<file path="src/sv/eadc_pkg.sv">
// ---------------------------------------------------------------------------
// eadc_pkg
// Types and constants shared by the energy-adaptive duty control block.
// ---------------------------------------------------------------------------
`default_nettype none

package eadc_pkg;

  localparam int LEVEL_W  = 16;
  localparam int K_W      = 16;
  localparam int MODE_W   = 2;
  localparam int METRIC_W = 40;
  localparam int CFG_W    = 40;
  localparam int CFG_IDX_W = 3;

  // serial divider: dividend wide enough for 2^32, divisor up to 16 bits
  localparam int DIV_N_W = 33;
  localparam int DIV_D_W = 16;
  localparam int DIV_CNT_W = 6;

  localparam logic [MODE_W-1:0] MODE_HOLD = 2'd0;
  localparam logic [MODE_W-1:0] MODE_DEC  = 2'd1;
  localparam logic [MODE_W-1:0] MODE_INC  = 2'd2;

  localparam logic [CFG_IDX_W-1:0] REG_CAPACITY  = 3'd0;
  localparam logic [CFG_IDX_W-1:0] REG_BETA_LOW  = 3'd1;
  localparam logic [CFG_IDX_W-1:0] REG_BETA_HIGH = 3'd2;
  localparam logic [CFG_IDX_W-1:0] REG_GAMMA     = 3'd3;
  localparam logic [CFG_IDX_W-1:0] REG_K_MIN     = 3'd4;
  localparam logic [CFG_IDX_W-1:0] REG_K_STEP    = 3'd5;

  localparam logic        OP_INIT   = 1'b0;
  localparam logic        OP_UPDATE = 1'b1;

  localparam logic [METRIC_W-1:0] METRIC_MAX = {1'b0, {(METRIC_W-1){1'b1}}};
  localparam logic [METRIC_W-1:0] METRIC_MIN = {1'b1, {(METRIC_W-1){1'b0}}};

  typedef struct packed {
    logic                op;
    logic [LEVEL_W-1:0]  level;
  } eadc_sample_t;

  typedef struct packed {
    logic [K_W-1:0]      k_out;
    logic [MODE_W-1:0]   mode_out;
  } eadc_result_t;

  // controller to datapath
  typedef struct packed {
    logic load;
    logic mul;
    logic metric_load;
    logic div_start;
    logic mode_load;
    logic commit;
  } eadc_cmd_t;

  // datapath to controller
  typedef struct packed {
    logic op;
    logic special;
    logic div_done;
  } eadc_status_t;

endpackage

`default_nettype wire

</file>
<file path="src/sv/eadc_div.sv">
// ---------------------------------------------------------------------------
// eadc_div
// Restoring serial divider, one quotient bit per cycle.
// ---------------------------------------------------------------------------
`default_nettype none

module eadc_div
  import eadc_pkg::*;
(
  input  wire logic                 clk,
  input  wire logic                 rst,
  input  wire logic                 start,
  input  wire logic [DIV_N_W-1:0]   dividend,
  input  wire logic [DIV_D_W-1:0]   divisor,
  output logic                      done,
  output logic [DIV_N_W-1:0]        quotient
);

  logic [DIV_N_W-1:0]   quo;
  logic [DIV_D_W-1:0]   rem;
  logic [DIV_D_W-1:0]   dvs;
  logic [DIV_CNT_W-1:0] cnt;
  logic                 busy;

  logic [DIV_D_W:0]     trial;
  logic [DIV_D_W:0]     diff;
  logic                 fits;

  always_comb begin
    trial = {rem, quo[DIV_N_W-1]};
    diff  = trial - {1'b0, dvs};
    fits  = (trial >= {1'b0, dvs});
  end

  always_ff @(posedge clk) begin
    if (rst) begin
      busy <= 1'b0;
      done <= 1'b0;
      cnt  <= '0;
    end else begin
      done <= 1'b0;
      if (start) begin
        busy <= 1'b1;
        cnt  <= '0;
      end else if (busy) begin
        cnt <= cnt + 1'b1;
        if (cnt == DIV_CNT_W'(DIV_N_W - 1)) begin
          busy <= 1'b0;
          done <= 1'b1;
        end
      end
    end
  end

  always_ff @(posedge clk) begin
    if (start) begin
      quo <= dividend;
      rem <= '0;
      dvs <= divisor;
    end else if (busy) begin
      quo <= {quo[DIV_N_W-2:0], fits};
      rem <= fits ? diff[DIV_D_W-1:0] : trial[DIV_D_W-1:0];
    end
  end

  assign quotient = quo;

endmodule

`default_nettype wire

</file>
<file path="src/sv/eadc_datapath.sv">
// ---------------------------------------------------------------------------
// eadc_datapath
// Config registers, metric arithmetic, mode and factor state, result register.
// ---------------------------------------------------------------------------
`default_nettype none

module eadc_datapath
  import eadc_pkg::*;
#(
  parameter int DECREASE_DIVISOR = 2
)(
  input  wire logic                  clk,
  input  wire logic                  rst,
  input  wire logic                  cfg_we,
  input  wire logic [CFG_IDX_W-1:0]  cfg_index,
  input  wire logic [CFG_W-1:0]      cfg_data,
  input  wire eadc_sample_t          sample,
  input  wire eadc_cmd_t             cmd,
  output eadc_status_t               status,
  output eadc_result_t               result
);

  localparam int PROD_W = 35;

  // ceil(k / d) as ((k + d - 1) * m) >> 21, exact for dividends below 2^17
  localparam int KDIV_SHIFT = 21;
  localparam int KDIV_M_W   = KDIV_SHIFT + 1;
  localparam int KDIV_P_W   = K_W + 1 + KDIV_M_W;
  localparam logic [KDIV_M_W-1:0] KDIV_M =
    KDIV_M_W'(((longint'(1) << KDIV_SHIFT) + longint'(DECREASE_DIVISOR) - 1) /
              longint'(DECREASE_DIVISOR));

  logic [LEVEL_W-1:0]  capacity;
  logic [METRIC_W-1:0] beta_low;
  logic [METRIC_W-1:0] beta_high;
  logic [LEVEL_W-1:0]  gamma_level;
  logic [K_W-1:0]      k_min;
  logic [K_W-1:0]      k_step;

  logic                op;
  logic [LEVEL_W-1:0]  level;
  logic [PROD_W-1:0]   prod;
  logic [METRIC_W-1:0] metric;
  logic [MODE_W-1:0]   mode;
  logic [K_W-1:0]      k_factor;
  logic [LEVEL_W-1:0]  prev_level;

  logic [DIV_N_W-1:0]  div_n;
  logic [DIV_D_W-1:0]  div_d;
  logic [DIV_N_W-1:0]  div_q;
  logic                div_done;

  logic                special;
  logic [LEVEL_W:0]    delta;
  logic [PROD_W-1:0]   prod_next;
  logic [METRIC_W:0]   t1_ext;
  logic [METRIC_W:0]   q_ext;
  logic [METRIC_W:0]   sum;
  logic [METRIC_W-1:0] metric_next;
  logic [MODE_W-1:0]   mode_next;
  logic [K_W:0]        k_bias;
  logic [KDIV_P_W-1:0] k_prod;
  logic [K_W-1:0]      k_quot;
  logic [K_W-1:0]      k_dec;
  logic [K_W:0]        k_sum;
  logic [K_W-1:0]      k_next;

  always_ff @(posedge clk) begin
    if (rst) begin
      capacity    <= 16'd256;
      beta_low    <= '0;
      beta_high   <= 40'd65536;
      gamma_level <= 16'hFFFF;
      k_min       <= 16'd1;
      k_step      <= 16'd1;
    end else if (cfg_we) begin
      case (cfg_index)
        REG_CAPACITY:  capacity    <= cfg_data[LEVEL_W-1:0];
        REG_BETA_LOW:  beta_low    <= cfg_data[METRIC_W-1:0];
        REG_BETA_HIGH: beta_high   <= cfg_data[METRIC_W-1:0];
        REG_GAMMA:     gamma_level <= cfg_data[LEVEL_W-1:0];
        REG_K_MIN:     k_min       <= cfg_data[K_W-1:0];
        REG_K_STEP:    k_step      <= cfg_data[K_W-1:0];
        default: ;
      endcase
    end
  end

  // recip = 2^32 / level
  assign div_n = {1'b1, {(DIV_N_W-1){1'b0}}};
  assign div_d = level;

  eadc_div u_div (
    .clk      (clk),
    .rst      (rst),
    .start    (cmd.div_start),
    .dividend (div_n),
    .divisor  (div_d),
    .done     (div_done),
    .quotient (div_q)
  );

  always_comb begin
    special   = (level > gamma_level) || (level == '0);
    delta     = {1'b0, level} - {1'b0, prev_level};
    prod_next = PROD_W'($signed({2'b00, capacity}) * $signed(delta));

    // floor divide by 256 is an arithmetic shift
    t1_ext = {{(METRIC_W + 1 - (PROD_W - 8)){prod[PROD_W-1]}}, prod[PROD_W-1:8]};
    q_ext  = (METRIC_W+1)'(div_q);
    sum    = t1_ext - q_ext + (METRIC_W+1)'(65536);

    if (special) begin
      metric_next = (level > gamma_level) ? METRIC_MAX : METRIC_MIN;
    end else if (sum[METRIC_W] != sum[METRIC_W-1]) begin
      metric_next = sum[METRIC_W] ? METRIC_MIN : METRIC_MAX;
    end else begin
      metric_next = sum[METRIC_W-1:0];
    end
  end

  always_comb begin
    mode_next = mode;
    case (mode)
      MODE_HOLD: begin
        if ($signed(metric) < $signed(beta_low)) begin
          mode_next = MODE_DEC;
        end else if ($signed(metric) > $signed(beta_high)) begin
          mode_next = MODE_INC;
        end
      end
      MODE_DEC: begin
        if ($signed(metric) > $signed(beta_low)) begin
          mode_next = MODE_HOLD;
        end
      end
      MODE_INC: begin
        if ($signed(metric) < $signed(beta_high)) begin
          mode_next = MODE_HOLD;
        end
      end
      default: mode_next = mode;
    endcase
  end

  always_comb begin
    k_bias = {1'b0, k_factor} + (K_W+1)'(DECREASE_DIVISOR - 1);
    k_prod = {{KDIV_M_W{1'b0}}, k_bias} * {{(K_W+1){1'b0}}, KDIV_M};
    k_quot = k_prod[KDIV_SHIFT +: K_W];
    k_dec  = (k_quot < k_min) ? k_min : k_quot;
    k_sum  = {1'b0, k_factor} + {1'b0, k_step};
    if (op == OP_INIT) begin
      k_next = k_min;
    end else if (mode == MODE_DEC) begin
      k_next = k_dec;
    end else if (mode == MODE_INC) begin
      k_next = k_sum[K_W] ? {K_W{1'b1}} : k_sum[K_W-1:0];
    end else begin
      k_next = k_factor;
    end
  end

  always_ff @(posedge clk) begin
    if (rst) begin
      mode       <= MODE_HOLD;
      k_factor   <= 16'd1;
      prev_level <= '0;
    end else begin
      if (cmd.mode_load) begin
        mode <= mode_next;
      end
      if (cmd.commit) begin
        k_factor   <= k_next;
        prev_level <= level;
        if (op == OP_INIT) begin
          mode <= MODE_HOLD;
        end
      end
    end
  end

  always_ff @(posedge clk) begin
    if (cmd.load) begin
      op    <= sample.op;
      level <= sample.level;
    end
    if (cmd.mul) begin
      prod <= prod_next;
    end
    if (cmd.metric_load) begin
      metric <= metric_next;
    end
    if (cmd.commit) begin
      result.k_out    <= k_next;
      result.mode_out <= (op == OP_INIT) ? MODE_HOLD : mode;
    end
  end

  assign status.op       = op;
  assign status.special  = special;
  assign status.div_done = div_done;

endmodule

`default_nettype wire

</file>
<file path="src/sv/eadc_ctrl.sv">
// ---------------------------------------------------------------------------
// eadc_ctrl
// Sequencer for one word at a time, plus the result valid flag.
// ---------------------------------------------------------------------------
`default_nettype none

module eadc_ctrl
  import eadc_pkg::*;
(
  input  wire logic         clk,
  input  wire logic         rst,
  input  wire logic         sample_valid,
  output logic              sample_stall,
  output logic              result_valid,
  input  wire logic         result_stall,
  input  wire eadc_status_t status,
  output eadc_cmd_t         cmd
);

  localparam logic [2:0] S_IDLE   = 3'd0;
  localparam logic [2:0] S_CHECK  = 3'd1;
  localparam logic [2:0] S_RECIP  = 3'd2;
  localparam logic [2:0] S_MODE   = 3'd3;
  localparam logic [2:0] S_COMMIT = 3'd5;

  logic [2:0] state;
  logic [2:0] state_next;
  logic       out_free;

  assign sample_stall = (state != S_IDLE);
  assign out_free     = !result_valid || !result_stall;

  always_comb begin
    state_next = state;
    cmd        = '0;
    case (state)
      S_IDLE: begin
        if (sample_valid) begin
          cmd.load   = 1'b1;
          state_next = S_CHECK;
        end
      end
      S_CHECK: begin
        if (status.op == OP_INIT) begin
          state_next = S_COMMIT;
        end else if (status.special) begin
          cmd.metric_load = 1'b1;
          state_next      = S_MODE;
        end else begin
          cmd.mul       = 1'b1;
          cmd.div_start = 1'b1;
          state_next    = S_RECIP;
        end
      end
      S_RECIP: begin
        if (status.div_done) begin
          cmd.metric_load = 1'b1;
          state_next      = S_MODE;
        end
      end
      S_MODE: begin
        cmd.mode_load = 1'b1;
        state_next    = S_COMMIT;
      end
      S_COMMIT: begin
        if (out_free) begin
          cmd.commit = 1'b1;
          state_next = S_IDLE;
        end
      end
      default: state_next = S_IDLE;
    endcase
  end

  always_ff @(posedge clk) begin
    if (rst) begin
      state        <= S_IDLE;
      result_valid <= 1'b0;
    end else begin
      state <= state_next;
      if (cmd.commit) begin
        result_valid <= 1'b1;
      end else if (!result_stall) begin
        result_valid <= 1'b0;
      end
    end
  end

endmodule

`default_nettype wire

</file>
<file path="src/sv/energy_adaptive_duty_control.sv">
// ---------------------------------------------------------------------------
// energy_adaptive_duty_control
// Adapts a duty factor k from battery-level samples through a three-state mode.
//
//   channel   signals                               word
//   sample    sample_valid / sample_stall / sample  eadc_sample_t (op, level)
//   result    result_valid / result_stall / result  eadc_result_t (k_out, mode_out)
//   config    cfg_we / cfg_index / cfg_data         40-bit register write
//
// init: the check state goes straight to commit, where k is set to k_min
// update: check, recip, mode and commit states, recip waiting on the 33-step
// serial divider for 2^32 / level; a level of zero or above gamma skips recip
// the decrease of k is a constant reciprocal multiply, done combinationally
// reset is synchronous and restores the register defaults and the state
// a new sample is taken while a result waits; its own result waits for the slot
// ---------------------------------------------------------------------------
`default_nettype none

module energy_adaptive_duty_control
  import eadc_pkg::*;
#(
  parameter int DECREASE_DIVISOR = 2
)(
  input  wire logic                  clk,
  input  wire logic                  rst,
  input  wire logic                  sample_valid,
  output logic                       sample_stall,
  input  wire eadc_sample_t          sample,
  output logic                       result_valid,
  input  wire logic                  result_stall,
  output eadc_result_t               result,
  input  wire logic                  cfg_we,
  input  wire logic [CFG_IDX_W-1:0]  cfg_index,
  input  wire logic [CFG_W-1:0]      cfg_data
);

  eadc_cmd_t    cmd;
  eadc_status_t status;

  eadc_ctrl u_ctrl (
    .clk          (clk),
    .rst          (rst),
    .sample_valid (sample_valid),
    .sample_stall (sample_stall),
    .result_valid (result_valid),
    .result_stall (result_stall),
    .status       (status),
    .cmd          (cmd)
  );

  eadc_datapath #(
    .DECREASE_DIVISOR (DECREASE_DIVISOR)
  ) u_datapath (
    .clk       (clk),
    .rst       (rst),
    .cfg_we    (cfg_we),
    .cfg_index (cfg_index),
    .cfg_data  (cfg_data),
    .sample    (sample),
    .cmd       (cmd),
    .status    (status),
    .result    (result)
  );

endmodule

`default_nettype wire
</file>
<file path="config.mk">
export PLATFORM = sky130hd
export DESIGN_NAME = energy_adaptive_duty_control
export DESIGN_NICKNAME = d
export VERILOG_FILES = /design/src/sv/eadc_pkg.sv /design/src/sv/eadc_div.sv /design/src/sv/eadc_datapath.sv /design/src/sv/eadc_ctrl.sv /design/src/sv/energy_adaptive_duty_control.sv
export SDC_FILE = /design/constraint.sdc
export NUM_CORES = 2
export LEC_CHECK = 0
export BUFFER_PORTS_ARGS = -buffer_cell sky130_fd_sc_hd__buf_2
export CORE_MARGIN = 4
export CORE_UTILIZATION = 60
export CTS_BUF_LIST = sky130_fd_sc_hd__clkbuf_16
export CTS_CLUSTER_DIAMETER = 150
export CTS_CLUSTER_SIZE = 12
export DETAILED_ROUTE_END_ITERATION = 10
export PLACE_DENSITY_LB_ADDON = 0.1
export SLEW_MARGIN = 30
export SYNTH_ARGS = -nofsm -noshare
export SYNTH_HDL_FRONTEND = slang
export SYNTH_SLANG_ARGS = --single-unit
</file>
<file path="constraint.sdc">
create_clock -name clk -period 20.1 [get_ports clk]
set_clock_uncertainty 0.15 [all_clocks]
set_input_delay 4.02 -clock clk [delete_from_list [all_inputs] [get_ports clk]]
set_output_delay 4.02 -clock clk [all_outputs]
set_load 0.01 [all_outputs]
</file>
==> results.sh <==
export IMPL_grt_start_max_net_pins=99
export IMPL_timing_rr_start="u_datapath.div_d[0]$_DFFE_PP_"
export IMPL_dr_pass1_iters=6
export IMPL_maxSlewViolCount=0
export IMPL_rsz0062_at_grt="no"
export IMPL_worstSkewPairLatency_ns=0.56
export IMPL_timing_rr_end="u_datapath.prod[32]$_DFFE_PP_"
export IMPL_regToRegSetupSlack_ns=10.12
export IMPL_relSlewSlack=0.3614
export IMPL_cap_violations=0
export IMPL_syn_area_per_cell_um2=8.721
export IMPL_syn_inst=3422
export IMPL_fp_row_count=81
export IMPL_max_freq_mhz=100.2
export IMPL_hp_class="reg2reg"
export IMPL_power_density_mw_per_mm2=71.63
export IMPL_grt_antenna_before_repair=2
export IMPL_cts_hold_buffers=0
export IMPL_cts_buffers_inserted=36
export IMPL_yosysSeqAreaShare=0.2780
export IMPL_reg2reg_depth=34
export IMPL_area_delta_synth_final_pct=6.821
export IMPL_crit_path_end_kind="register"
export IMPL_cts_sinks=356
export IMPL_setup_tns_ns=0
export IMPL_synth_seq_cells=356
export IMPL_pin_count=85
export IMPL_grt_pass1_vias=23330
export IMPL_initialDrtViolationCount=1492
export IMPL_start_kind="register"
export IMPL_wl_per_cell_um=17.62
export IMPL_place_congestion=0.9015
export IMPL_outcome="completed"
export IMPL_critPathMaxStageDelay_ns=0.68
export IMPL_nets=4033
export IMPL_yosys_warnings=0
export IMPL_crit_end="u_datapath.prod[32]$_DFFE_PP_"
export IMPL_num_fill_cells=4094
export IMPL_grtUsageTotal=0.2732
export IMPL_die_width_um=231.0
export IMPL_cts_tree="yes"
export IMPL_cts_root_buf="clkbuf_16"
export IMPL_total_power_mw=2.284
export IMPL_place_detailed_hpwl_um=55260
export IMPL_numPortBuffers=84
export IMPL_die_area_mm2=0.05337
export IMPL_die_h_um=231.0
export IMPL_async_flop_share=0
export IMPL_cts_setup_buffers=0
export IMPL_critPathMostFrequentCell="fa_1"
export IMPL_p_leak_nw=14.06
export IMPL_drive_gt1_frac=0.06709
export IMPL_ir_drop_uv=72.59
export IMPL_fin_crit_sh=0.4965
export IMPL_path_class="reg2reg"
export IMPL_initial_core_util=0.6084
export IMPL_cpLargestDelayFamily="adder cells"
export IMPL_worstPathArrival_ns=10.12
export IMPL_htree_levels=2
export IMPL_cts_resized=0
export IMPL_overflow=0
export IMPL_hold_ws_ns=0.3016
export IMPL_period_needed_ns=9.980
export IMPL_synth_edf_count=117
export IMPL_setup_violations_final=0
export IMPL_worst_path_stages=34
export IMPL_yosys_area_top_type="dfxtp_1"
export IMPL_netlist_area_mm2=0.02984
export IMPL_worstSetupStartpoint="u_datapath.div_d[0]$_DFFE_PP_"
export IMPL_ys_top_cells_by_area="dfxtp_1 (16%), fa_1 (14%), ha_1 (13%)"
export IMPL_synth_cell_types=96
export IMPL_cp_num_buf_inv=4
export IMPL_cts_clk_slew_worst_paths_ns=0.06
export IMPL_ant_nets=0
export IMPL_vias=23240
export IMPL_clk_path_buf_depth=3
export IMPL_yosysTopAreaCellShare=0.1603
export IMPL_synth_flop_cell="dfxtp_1"
export IMPL_cp_max_fo=16
export IMPL_hold_violations=0
export IMPL_grt_pass1_wl_um=119600
export IMPL_finalWirelength_um=72690
export IMPL_viasPerCell=5.634
export IMPL_route_detailed_drc=0
export IMPL_design_core_area_mm2=0.04905
export IMPL_tightest_slew_ns=0.9578
export IMPL_critPathSlowestCell="xnor2_2"
export IMPL_syn_nets=4021
export IMPL_crit_required_ns=20.24
-- final cells by class --
cell class | instances | area, µm² | area share
diodes | 3 | 7.507 | 0.0002355
clock buffers | 38 | 950.9 | 0.02983
clock inverters | 24 | 115.1 | 0.003611
inverters | 488 | 1832 | 0.05746
multi-input cells | 2437 | 19140 | 0.6004
flip-flops and latches | 356 | 8299 | 0.2603
well taps | 664 | 830.8 | 0.02606
repair buffers | 115 | 703.2 | 0.02206
-- routing by layer --
layer	share of wire	track usage	routed length, µm
met3	0.061	0.03736	4461
met5	0	0	0
met2	0.47	0.4534	33890
met1	0.44	0.3746	32020
met4	0.032	0.08438	2312
-- cells in the mapped netlist, types with 5 or more instances --
library cell / number
nor4_1: 6
a31oi_1: 5
a21boi_0: 9
nor3b_1: 15
xnor2_1: 71
o31ai_1: 27
a221o_1: 13
o21a_1: 16
and4_1: 6
nor3_1: 45
dfxtp_1: 239
nor2b_1: 62
buf_6: 7
o21ai_0: 80
a2111oi_0: 5
fa_1: 212
or3_1: 9
a21oi_1: 262
nor2_1: 168
and2_1: 99
nand2_1: 542
nand3b_1: 24
nand2b_1: 30
clkbuf_1: 115
ha_1: 322
o41ai_1: 7
o211ai_1: 6
o21bai_1: 7
a211oi_1: 31
xor2_1: 51
nand3_1: 28
buf_1: 11
inv_1: 487
edfxtp_1: 117
or3b_2: 8
a21o_1: 55
and3_1: 19
mux2i_1: 49
o21ai_2: 8
or2_2: 8
nand4_1: 40
-- through the flow --
step / utilization / worst slack, ns / instance area [µm²] / cells
floorplan: - / 11.26 / 29840 / 3422
global placement: 0.6265 / 10.23 / 30730 / 4057
detailed placement: 0.6272 / 10.19 / 30760 / 4058
CTS: 0.6489 / 10.17 / 31830 / 4120
global route: 0.6499 / 9.468 / 31880 / 4124
finish: 0.6499 / 10.12 / 31880 / 4125
-- placed cells by master (no fill, tap or decap), types with 55 or more instances in the layout --
cell type	n
dfxtp_1	238
o21ai_0	80
nand2_1	541
xnor2_1	70
fa_1	212
ha_1	322
buf_2	83
a21oi_1	261
nor2_1	167
edfxtp_1	117
inv_1	508
nor2b_1	61
a21o_1	55
and2_1	100
-- state kept, by name, indices dropped and copies added, names as in the netlist, 18 cells and up --
register	flops
u_datapath.beta_low	40
u_datapath.metric	40
u_datapath.u_div.quotient	33
u_datapath.beta_high	40
u_datapath.prod	26
u_datapath.result	18
-- worst register-to-register path: cells and delay by family (launching register included) --
kind,cells,cell delay [ns]
fa+ha+maj,9,3.91
flops,1,0.44
xor+xnor,2,0.83
compound gates,15,3.53
simple gates,4,0.55
buf+inv,4,0.30
-- report_power, final --
group	internal, mW	switching (mW)
Sequential	0.808	0.0398
Clock	0.341	0.286
Combinational	0.336	0.472
-- kinds of logic after synthesis --
| kind of cell | count (synthesis) | synth area share |
|---|---|---|
| XOR/XNOR | 122 | 0.03580 |
| AO/OA/AOI/OAI | 593 | 0.1276 |
| multiplexers | 53 | 0.01794 |
| buffers and inverters | 629 | 0.08171 |
| AND/OR/NAND/NOR | 1135 | 0.1817 |
| flip-flops | 356 | 0.2780 |
| adder cells (fa/ha/maj) | 534 | 0.2772 |
-- worst min path at each step --
| stage | endpoint | slack [ns] | from | cells after the start |
|---|---|---|---|---|
| after floorplan | u_datapath.beta_high[10]$_SDFFE_PP0P_ | 0.29 | u_datapath.beta_high[10]$_SDFFE_PP0P_ | 2 |
| after global placement | u_datapath.prev_level[13]$_SDFFE_PP0P_ | 0.29 | u_datapath.prev_level[13]$_SDFFE_PP0P_ | 2 |
| after detailed placement | u_datapath.beta_high[2]$_SDFFE_PP0P_ | 0.30 | u_datapath.beta_high[2]$_SDFFE_PP0P_ | 2 |
| after CTS | u_datapath.prev_level[13]$_SDFFE_PP0P_ | 0.31 | u_datapath.prev_level[13]$_SDFFE_PP0P_ | 2 |
| after global routing | u_datapath.beta_low[9]$_SDFFE_PP0P_ | 0.32 | u_datapath.beta_low[9]$_SDFFE_PP0P_ | 2 |
| final | u_datapath.prev_level[3]$_SDFFE_PP0P_ | 0.30 | u_datapath.prev_level[3]$_SDFFE_PP0P_ | 2 |
Note: power is estimated with default switching activity, not from simulation.
